--- src/lnr_pkg.sv ---
// ---------------------------------------------------------------------------
// lnr_pkg
// Shared types and constants of the letterbox nearest-neighbor resizer.
// ---------------------------------------------------------------------------
package lnr_pkg;

  // Default sizes of the frame store and of the destination image.
  localparam int unsigned MAX_SRC_W_DEF   = 512;
  localparam int unsigned MAX_SRC_H_DEF   = 512;
  localparam int unsigned MAX_DST_DIM_DEF = 1024;

  // Field widths.
  localparam int unsigned POS_W     = 10;
  localparam int unsigned CH_W      = 8;
  localparam int unsigned PIX_W     = 3 * CH_W;
  localparam int unsigned SRC_FLD_W = 10;
  localparam int unsigned DST_FLD_W = 11;
  localparam int unsigned CFG_IDX_W = 3;
  localparam int unsigned CFG_DAT_W = 16;

  // Register reset values.
  localparam logic [SRC_FLD_W-1:0] SRC_W_RST = 10'd512;
  localparam logic [SRC_FLD_W-1:0] SRC_H_RST = 10'd512;
  localparam logic [DST_FLD_W-1:0] DST_W_RST = 11'd640;
  localparam logic [DST_FLD_W-1:0] DST_H_RST = 11'd640;

  // Channel value returned in the margins.
  localparam logic [CH_W-1:0] PAD_CODE = 8'd114;

  // Configuration register indexes.
  typedef enum logic [CFG_IDX_W-1:0] {
    CFG_SRC_W = 3'd0,
    CFG_SRC_H = 3'd1,
    CFG_DST_W = 3'd2,
    CFG_DST_H = 3'd3
  } cfg_idx_e;

  // Result status codes.
  typedef enum logic [1:0] {
    ST_IMAGE = 2'd0,
    ST_PAD   = 2'd1,
    ST_WRITE = 2'd2,
    ST_RANGE = 2'd3
  } status_e;

  // Geometry unit states.
  typedef enum logic [2:0] {
    GS_SEL,
    GS_LDW,
    GS_DIVW,
    GS_LDH,
    GS_DIVH,
    GS_PAD,
    GS_IDLE
  } geom_state_e;

  // Request word.
  typedef struct packed {
    logic             req_type;
    logic [POS_W-1:0] x_pos;
    logic [POS_W-1:0] y_pos;
    logic [CH_W-1:0]  blue_in;
    logic [CH_W-1:0]  green_in;
    logic [CH_W-1:0]  red_in;
  } req_t;

  // Result word.
  typedef struct packed {
    status_e         status;
    logic [CH_W-1:0] red_out;
    logic [CH_W-1:0] green_out;
    logic [CH_W-1:0] blue_out;
  } rsp_t;

  // Control carried along the pipeline; bgr is packed red, green, blue.
  typedef struct packed {
    status_e          status;
    logic [POS_W-1:0] x_pos;
    logic [POS_W-1:0] y_pos;
    logic [PIX_W-1:0] bgr;
  } pipe_t;

endpackage

--- src/lnr_geom.sv ---
// ---------------------------------------------------------------------------
// lnr_geom
// Works out the scale ratio, scaled image size and margins from the
// saturated frame sizes with one shared bit-serial divider.
// ---------------------------------------------------------------------------
module lnr_geom import lnr_pkg::*; #(
  parameter int unsigned SRC_W = 10,
  parameter int unsigned DIM_W = 11
) (
  input  logic             clk_i,
  input  logic             rst_ni,
  input  logic             restart_i,
  input  logic [SRC_W-1:0] sw_i,
  input  logic [SRC_W-1:0] sh_i,
  input  logic [DIM_W-1:0] dw_i,
  input  logic [DIM_W-1:0] dh_i,
  output logic [DIM_W-1:0] num_o,
  output logic [SRC_W-1:0] den_o,
  output logic [DIM_W-1:0] new_w_o,
  output logic [DIM_W-1:0] new_h_o,
  output logic [DIM_W-1:0] pad_x_o,
  output logic [DIM_W-1:0] pad_y_o,
  output logic             busy_o
);

  localparam int unsigned GW  = SRC_W + DIM_W;
  localparam int unsigned CNW = $clog2(GW + 1);

  geom_state_e state_q, state_d;
  logic [DIM_W-1:0] num_q, new_w_q, new_h_q, pad_x_q, pad_y_q;
  logic [SRC_W-1:0] den_q, rem_q, rem_n;
  logic [GW-1:0]    z_q, z_n;
  logic [CNW-1:0]   cnt_q;
  logic [SRC_W:0]   trial;
  logic             last;
  logic             num_is_w;

  // One restoring division step on the shift register.
  always_comb begin
    trial = {rem_q, z_q[GW-1]};
    if (trial >= {1'b0, den_q}) begin
      rem_n = SRC_W'(trial - {1'b0, den_q});
      z_n   = {z_q[GW-2:0], 1'b1};
    end else begin
      rem_n = trial[SRC_W-1:0];
      z_n   = {z_q[GW-2:0], 1'b0};
    end
  end

  assign last     = (cnt_q == CNW'(GW - 1));
  assign num_is_w = (GW'(dw_i) * GW'(sh_i)) <= (GW'(dh_i) * GW'(sw_i));

  // Next state.
  always_comb begin
    state_d = state_q;
    unique case (state_q)
      GS_SEL:  state_d = GS_LDW;
      GS_LDW:  state_d = GS_DIVW;
      GS_DIVW: if (last) state_d = GS_LDH;
      GS_LDH:  state_d = GS_DIVH;
      GS_DIVH: if (last) state_d = GS_PAD;
      GS_PAD:  state_d = GS_IDLE;
      GS_IDLE: state_d = GS_IDLE;
      default: state_d = GS_SEL;
    endcase
    if (restart_i) state_d = GS_SEL;
  end

  always_ff @(posedge clk_i or negedge rst_ni) begin
    if (!rst_ni) begin
      state_q <= GS_SEL;
    end else begin
      state_q <= state_d;
    end
  end

  // Datapath of the geometry sequence.
  always_ff @(posedge clk_i) begin
    case (state_q)
      GS_SEL: begin
        num_q <= num_is_w ? dw_i : dh_i;
        den_q <= num_is_w ? sw_i : sh_i;
      end
      GS_LDW: begin
        z_q   <= GW'(sw_i) * GW'(num_q);
        rem_q <= '0;
        cnt_q <= '0;
      end
      GS_LDH: begin
        z_q   <= GW'(sh_i) * GW'(num_q);
        rem_q <= '0;
        cnt_q <= '0;
      end
      GS_DIVW, GS_DIVH: begin
        z_q   <= z_n;
        rem_q <= rem_n;
        cnt_q <= cnt_q + CNW'(1);
        if (last && state_q == GS_DIVW) new_w_q <= z_n[DIM_W-1:0];
        if (last && state_q == GS_DIVH) new_h_q <= z_n[DIM_W-1:0];
      end
      GS_PAD: begin
        pad_x_q <= (dw_i - new_w_q) >> 1;
        pad_y_q <= (dh_i - new_h_q) >> 1;
      end
      default: ;
    endcase
  end

  // Outputs.
  always_comb begin
    busy_o  = (state_q != GS_IDLE);
    num_o   = num_q;
    den_o   = den_q;
    new_w_o = new_w_q;
    new_h_o = new_h_q;
    pad_x_o = pad_x_q;
    pad_y_o = pad_y_q;
  end

endmodule

--- config.mk ---
export PLATFORM = sky130hd
export DESIGN_NAME = lnr_geom
export DESIGN_NICKNAME = d
export VERILOG_FILES = /design/src/lnr_pkg.sv /design/src/lnr_geom.sv
export SDC_FILE = /design/constraint.sdc
export NUM_CORES = 1
export LEC_CHECK = 0
export BUFFER_PORTS_ARGS = -buffer_cell sky130_fd_sc_hd__clkbuf_2
export CAP_MARGIN = 20
export CORE_MARGIN = 1.5
export CORE_UTILIZATION = 55
export DETAILED_ROUTE_END_ITERATION = 12
export PLACE_DENSITY = 0.73
export REMOVE_ABC_BUFFERS = 1
export SLEW_MARGIN = 10
export SYNTH_ARGS = -nofsm -noshare
export SYNTH_HDL_FRONTEND = slang
export SYNTH_SLANG_ARGS = --single-unit
--- constraint.sdc ---
create_clock -name clk_i -period 5.9 [get_ports clk_i]
set_input_delay 0.59 -clock clk_i [delete_from_list [all_inputs] [get_ports clk_i]]
set_output_delay 0.59 -clock clk_i [all_outputs]
set_load 0.05 [all_outputs]
==> flow_metrics.tcl, run 1 <==
set metrics [dict create \
    detailedPlacementHpwl_um 43800 \
    max-cap-violations 0 \
    end_kind "flop" \
    grt_util_met3_pct 3.85 \
    synth_sequential_area_ratio_pct 15.1 \
    synthTopCellsByCount "359 x inv_1, 283 x fa_1, 275 x ha_1, 260 x nand2_1, 222 x and2_1" \
    final_antenna_net_count 0 \
    numCtsBuffers 9 \
    synth_area_um2 20200 \
    async_reset_ff_share_pct 2.94 \
    most_numerous_cell_in_the_yosys_netlist "inv_1" \
    cts.path.max_buffers 2 \
    setup_repair_after_global_routing_missed_its_margin "yes" \
    core.rowCount 70 \
    setup.worst_path.start_class "input pin" \
    busiest_layer "met2" \
    outcome "complete, but fails checks" \
    vias_per_cell 5.60 \
    fill_cells 2921 \
    count_of_port_buffers_added_during_placement 108 \
    worst_path_max_delay_cell "fa_1" \
    flow.area_growth_from_synthesis_pct 16.2 \
    finalWeightedCongestion 0.944 \
    post_drt_wl_per_cell_um 18.8 \
    timing.final.crit_period_ps 6790 \
    drcViolationCount 0 \
    whs_ps 23.4 \
    initial_core_util_pct 55.6 \
    synth.yosys.warnings 0 \
    edff_count_synth 99 \
    synth_area_leaders "fa_1 28%, ha_1 17%, edfxtp_1 15%" \
    synth_cell_types 77 \
    post_synth.cell_area_avg_um2 9.28 \
    timing.reg2reg.setup_slack_ps 240 \
    cts.htree.levels 3 \
    core_um2 36300 \
    grt-ovfl-total 0 \
    worstPathRequired_ps 6010 \
    final_nets 3017 \
    wirelength_um 54200 \
    hold_class "input pin to asynchronous set/reset pin" \
    min_period_over_period_pct 115 \
    report.final.setup_viol 21 \
    final_critical_path_setup_slack_ps -889 \
    gr-usage-met1_pct 39.2 \
    boundaryPins 111 \
    failed_checks "setup timing" \
    grt_antenna_before_repair 2 \
    worstPathArrival_ps 6900 \
    synth_top_area_cell "fa_1" \
    worstRegToRegCells 16 \
    grt_usage_pct 29.6 \
    clk_lat_worst_skew_ps 370 \
    grt_max_degree 24 \
    syn_inst 2178 \
    timing.slew.headroom_pct 23.9 \
    worst_slew_pin_slew_ps 1140 \
    fin_hold_viols 0 \
    wire_length_of_the_first_global_routing_pass_um 88500 \
    cts_sinks 102 \
    drt_first_iter_violations 1008 \
    cts.reportedPaths.clkPinSlew_ps 70 \
    slew_viol_final 0 \
    die_span_y_um 195 \
    dr.pass1.iters 5 \
    grt_pass1_vias 17200 \
    synth_flop_cell "edfxtp_1" \
    synth-seq-cells 102 \
    fp.dieArea_um2 37900 \
    maxClockFrequency_mhz 147 \
    tritoncts "built" \
    skew_ps 13.0 \
    dp_worst_setup_slack_ps -1400 \
    grt_use_met2_pct 50.5 \
    crit_path_max_fanout 6 \
    crit_path_frequent_cell "fa_1" \
    via_count 16200 \
    floorplan.die.width_um 195 \
    post-synth-top-area-fraction_pct 28.0 \
    cts_root_buf "clkbuf_16" \
    layout-drive-gt1-share_pct 18.4 \
    crit_path_max_incr_delay_ps 560 \
    path_class "input pin to flop" \
]
==> cell families (layout without fill, tap and decap cells) <==
kind of cell / Yosys count / in the layout / share of synthesized area, %
fa+ha+maj: 559 / 559 / 45.1
buf+inv: 459 / 699 / 8.64
compound gates: 274 / 274 / 9.39
xor+xnor: 92 / 92 / 3.99
other cells: 1 / 5 / 0.0186
mux: 24 / 24 / 1.32
flops: 102 / 102 / 15.1
simple gates: 667 / 667 / 16.4
==> final timing paths <==
check	startpoint	end
min in group clk_i	restart_i	state_q[1]
hold reg to reg	z_q[6]	new_w_o[7]
hold / removal	rst_ni	state_q[0]
setup / recovery	sw_i[4]	den_o[3]
setup reg to reg	num_o[2]	z_q[18]
max in group asynchronous	rst_ni	state_q[1]
==> layout by cell type, fill, tap and decap left out, types with 8 or more instances in the layout <==
cell type / synthesis / routed
a211oi_1: 11 / 9
a21o_1: 35 / 35
a21oi_1: 61 / 56
a21oi_2: 6 / 10
a22oi_1: 11 / 11
and2_1: 222 / 221
and3_1: 9 / 9
buf_4: 2 / 200
buf_6: 2 / 18
clkbuf_16: 0 / 12
clkbuf_2: 0 / 84
edfxtp_1: 99 / 99
fa_1: 283 / 279
ha_1: 275 / 269
inv_1: 359 / 352
inv_2: 1 / 8
mux2_2: 17 / 14
nand2_1: 260 / 248
nand2b_1: 16 / 16
nand3_1: 18 / 17
nand4_1: 12 / 12
nor2_1: 68 / 65
nor2b_1: 15 / 14
nor3_1: 26 / 25
o21a_1: 16 / 16
o21ai_0: 45 / 42
o21bai_1: 12 / 12
o31ai_1: 10 / 10
xnor2_1: 55 / 55
xor2_1: 37 / 37
==> area by class of cell <==
class                      count  area, um2  share of cell area (%)
antenna                        3       7.51                  0.0320
sequential                   102       3050                    13.0
timing repair buffer         323       2460                    10.5
inverter                     360       1350                    5.75
clock buffer                  11        233                   0.991
tap                          468        586                    2.49
multi-input combinational   1618      15800                    67.1
clock inverter                 5       41.3                   0.176
==> per-stage QoR <==
step	area (um2)	std cells	util, %	setup TNS, ps
floorplan	19800	2080	-	-24770
global placement	22400	2850	61.7	-25900
detailed placement	22400	2850	61.7	-28790
CTS	23100	2873	63.6	-17660
global route	23500	2889	64.6	-22330
finish	23500	2890	64.6	-17880
==> per-layer routing <==
layer  wire [um]  up-vias  share of wire (%)
met5           0        -                  0
met4        1440        0                2.7
met3        3720      103                6.9
met2       26700      586                 49
met1       22400     8035                 41
li1            -     7465                  -
==> sequential cells by signal, summed over array words and instances (netlist names) <==
signal	cells
z_q	21
new_h_o	11
pad_x_o	10
num_o	11
den_o	10
pad_y_o	10
cnt_q	5
new_w_o	11
rem_q	10
state_q	3
==> critical path, delay by kind of cell <==
kind | cells | cell delay [ps]
adder cells (fa/ha/maj) | 7 | 3100
AND/OR/NAND/NOR | 6 | 890
multiplexers | 1 | 300
AO/OA/AOI/OAI | 7 | 1250
buffers and inverters | 5 | 750
==> timing repair <==
item | 4_1_cts | 5_1_grt
resized for setup | 59 | 84
pin swaps | 23 | 22
endpoints found under the hold margin | 0 | 0
gates cloned | 2 | 1
setup endpoints to repair | 21 | 26
hold buffers | 0 | 0
setup buffers | 5 | 13
Power of run 1 is left out: the tool's default activity adds up to more than one toggle a clock period on the data nets, which glitch-free logic cannot reach.
==> inputs of run 2 (changes only) <==
- ABC_AREA: unset -> 1
==> run 2 against run 1 <==
The run still ends with setup timing left. Final cell count is 25% higher. First-iteration DRC count increased by 24%. Maximum frequency up 13%. Clock-buffer cell count fell by 2. Largest cell class unchanged.
==> flow_metrics.tcl, run 2 <==
set metrics [dict create \
    failed_checks "setup timing" \
    core_um2 38500 \
    grt_antenna_before_repair 1 \
    crit_path_max_incr_delay_ps 620 \
    cts.reportedPaths.clkPinSlew_ps 80 \
    final_nets 3682 \
    wirelength_um 59500 \
    cts.path.max_buffers 2 \
    synth_top_area_cell "fa_1" \
    top_layer_used "met5" \
    edff_count_synth 99 \
    worst_slew_pin_slew_ps 965 \
    core.rowCount 72 \
    num_antenna_cells 0 \
    skew_ps 12.2 \
    synth.yosys.warnings 0 \
    synth_xor_xnor_area_share_pct 2.58 \
    most_numerous_cell_in_the_yosys_netlist "nand2_1" \
    detailedPlacementHpwl_um 48500 \
    count_of_port_buffers_added_during_placement 108 \
    post_synth.cell_area_avg_um2 7.58 \
    finalInstanceArea_um2 25000 \
    numCtsBuffers 9 \
    setup-tns-final_ps -1940 \
    drt_first_iter_violations 1245 \
    placedInstanceArea_um2 23900 \
    max-cap-violations 0 \
    grt_max_degree 34 \
    synth_sequential_area_ratio_pct 14.3 \
    wire_length_of_the_first_global_routing_pass_um 95800 \
    synthTopCellsByCount "824 x nand2_1, 659 x inv_1, 283 x fa_1, 275 x ha_1, 123 x nand3_1" \
    syn_inst 2818 \
    grt_pass1_vias 19300 \
    synth_area_um2 21400 \
    top_register "z_q" \
    post-synth-top-area-fraction_pct 26.5 \
    async_reset_ff_share_pct 2.94 \
    drcViolationCount 0 \
    grt-ovfl-total 0 \
    yosys-mux-area-fraction_pct 0 \
    report.final.setup_viol 21 \
    layout-drive-gt1-share_pct 15.7 \
    slew_viol_final 0 \
    fp.dieArea_um2 40000 \
    largest_register_ff_count 21 \
    synth_area_leaders "fa_1 27%, ha_1 16%, nand2_1 14%" \
    worstPathArrival_ps 6250 \
    crit_path_max_fanout 10 \
    final_critical_path_setup_slack_ps -129 \
    synth_cell_types 47 \
    fill_cells 3335 \
    synth_compound_gate_area_share_pct 5.05 \
    flow.area_growth_from_synthesis_pct 16.9 \
    maxClockFrequency_mhz 166 \
    routed-wl-met3_um 4420 \
    finalWeightedCongestion 0.981 \
    post_synth_and_or_nand_nor_area_fraction_pct 21.8 \
    timing.slew.headroom_pct 35.4 \
    clk_lat_worst_skew_ps 360 \
    crit_path_frequent_cell "nand2_1" \
    boundaryPins 111 \
    synth_flop_cell "edfxtp_1" \
    setup_repair_after_global_routing_missed_its_margin "yes" \
    cp_top_family "adder cells" \
    initial_core_util_pct 55.5 \
    postCtsHoldBufs 0 \
    yosys.area_share.adder_pct 42.6 \
    min_period_over_period_pct 102 \
    wl_met2_um 28700 \
    via_count 19100 \
    outcome "complete, but fails checks" \
    cts.htree.levels 3 \
    layout.cells.most_common_list "811 x nand2_1, 653 x inv_1, 281 x fa_1, 263 x ha_1, 214 x buf_4" \
    fin_hold_viols 0 \
    worst_path_max_delay_cell "fa_1" \
    grt_usage_pct 30.6 \
    post-route-util_pct 64.9 \
    cts_root_buf "clkbuf_16" \
    dr.pass1.iters 8 \
    floorplan.die.width_um 200 \
    timing.final.crit_period_ps 6030 \
    critical_path_buf_inv_count 6 \
    end_kind "flop" \
    path_class "input pin to flop" \
    cts_sinks 102 \
    wl_met1_um 24700 \
    die_span_y_um 200 \
    tritoncts "built" \
    hold_class "input pin to asynchronous set/reset pin" \
    post_drt_wl_per_cell_um 16.5 \
    final_antenna_net_count 0 \
    setup.worst_path.start_class "input pin" \
    synth_top_family_by_area "adder cells" \
    vias_per_cell 5.31 \
    synth-seq-cells 102 \
    most_common_cell_after_layout_fill_and_taps_aside "nand2_1" \
    worstPathRequired_ps 6120 \
]
run 2: cell types whose count changed in the layout (fill, tap and decap cells not counted), moves of 32 or more:
cell	change
inv_1	+301
nor2_1	+46
a21oi_1	+33
nand3_1	+93
nand2_1	+563
xnor2_1	-32
and2_1	-220
run 2: worst register-to-register path, stage by stage, from the launching register on:
cell and delay (ps):
edfxtp_1 900, buf_4 300, nand2_1 90, fa_1 490, inv_1 50, fa_1 500, inv_1 70, fa_1 540
inv_1 50, fa_1 430, ha_1 290, ha_1 350, nand2_1 150, inv_1 60, a21oi_1 230, nand3_1 190
nand2_1 130, nand3_1 70, nand3_1 160, nand3_1 150
run 2: worst paths after layout:
path / startpoint / end / slack, ps / cells past startpoint
setup / recovery: dw_i[6] / den_o[6] / -130 / 29
hold / removal: rst_ni / state_q[1] / 7 / 1
setup reg to reg: num_o[8] / z_q[20] / 440 / 19
hold reg to reg: z_q[2] / new_w_o[3] / 550 / 0
max in group asynchronous: rst_ni / state_q[2] / 5780 / 1
min in group clk_i: restart_i / state_q[2] / 420 / 2
run 2: area by class of cell:
cell class                 instances  area, um2  area share [%]
timing repair buffer             346       2600            10.4
clock inverter                     7        100           0.401
sequential                       102       3050            12.2
tap                              518        648            2.59
inverter                         663       2490            9.96
clock buffer                       9        225           0.902
multi-input combinational       1957      15900            63.5
run 2: routing by layer:
| layer | global-route usage (%) | vias up |
|---|---|---|
| li1 | - | 9050 |
| met1 | 40.0 | 9251 |
| met2 | 53.3 | 715 |
| met3 | 4.22 | 123 |
| met4 | 8.49 | 2 |
| met5 | 0 | - |
run 2: through the flow:
step / cells / setup slack, ps / hold WS [ps]
2_1_floorplan: 2721 / -225 / 294
3_3_place_gp: 3567 / -342 / 394
3_5_place_dp: 3567 / -479 / 394
4_1_cts: 3583 / 6.28 / 7.56
5_1_grt: 3602 / -270 / 6.65
6_report: 3602 / -129 / 7.30
run 2: kinds of logic (layout without fill, tap and decap cells):
group                      Yosys count  in the layout
other                                1              2
AOI/OAI and AO/OA                  192            192
xor gates and xnor gates            63             63
buffers and inverters              761           1025
and+or+nand+nor                   1141           1142
DFF                                102            102
adders and majority gates          558            558
run 2: what timing repair did:
item | CTS | global route
pin swaps | 0 | 38
resized for setup | 1 | 139
setup buffers | 0 | 14
endpoints found under the setup margin | 21 | 21
endpoints found under the hold margin | 0 | 0
cloned | 0 | 4
Power of run 2 is left out for the same reason.
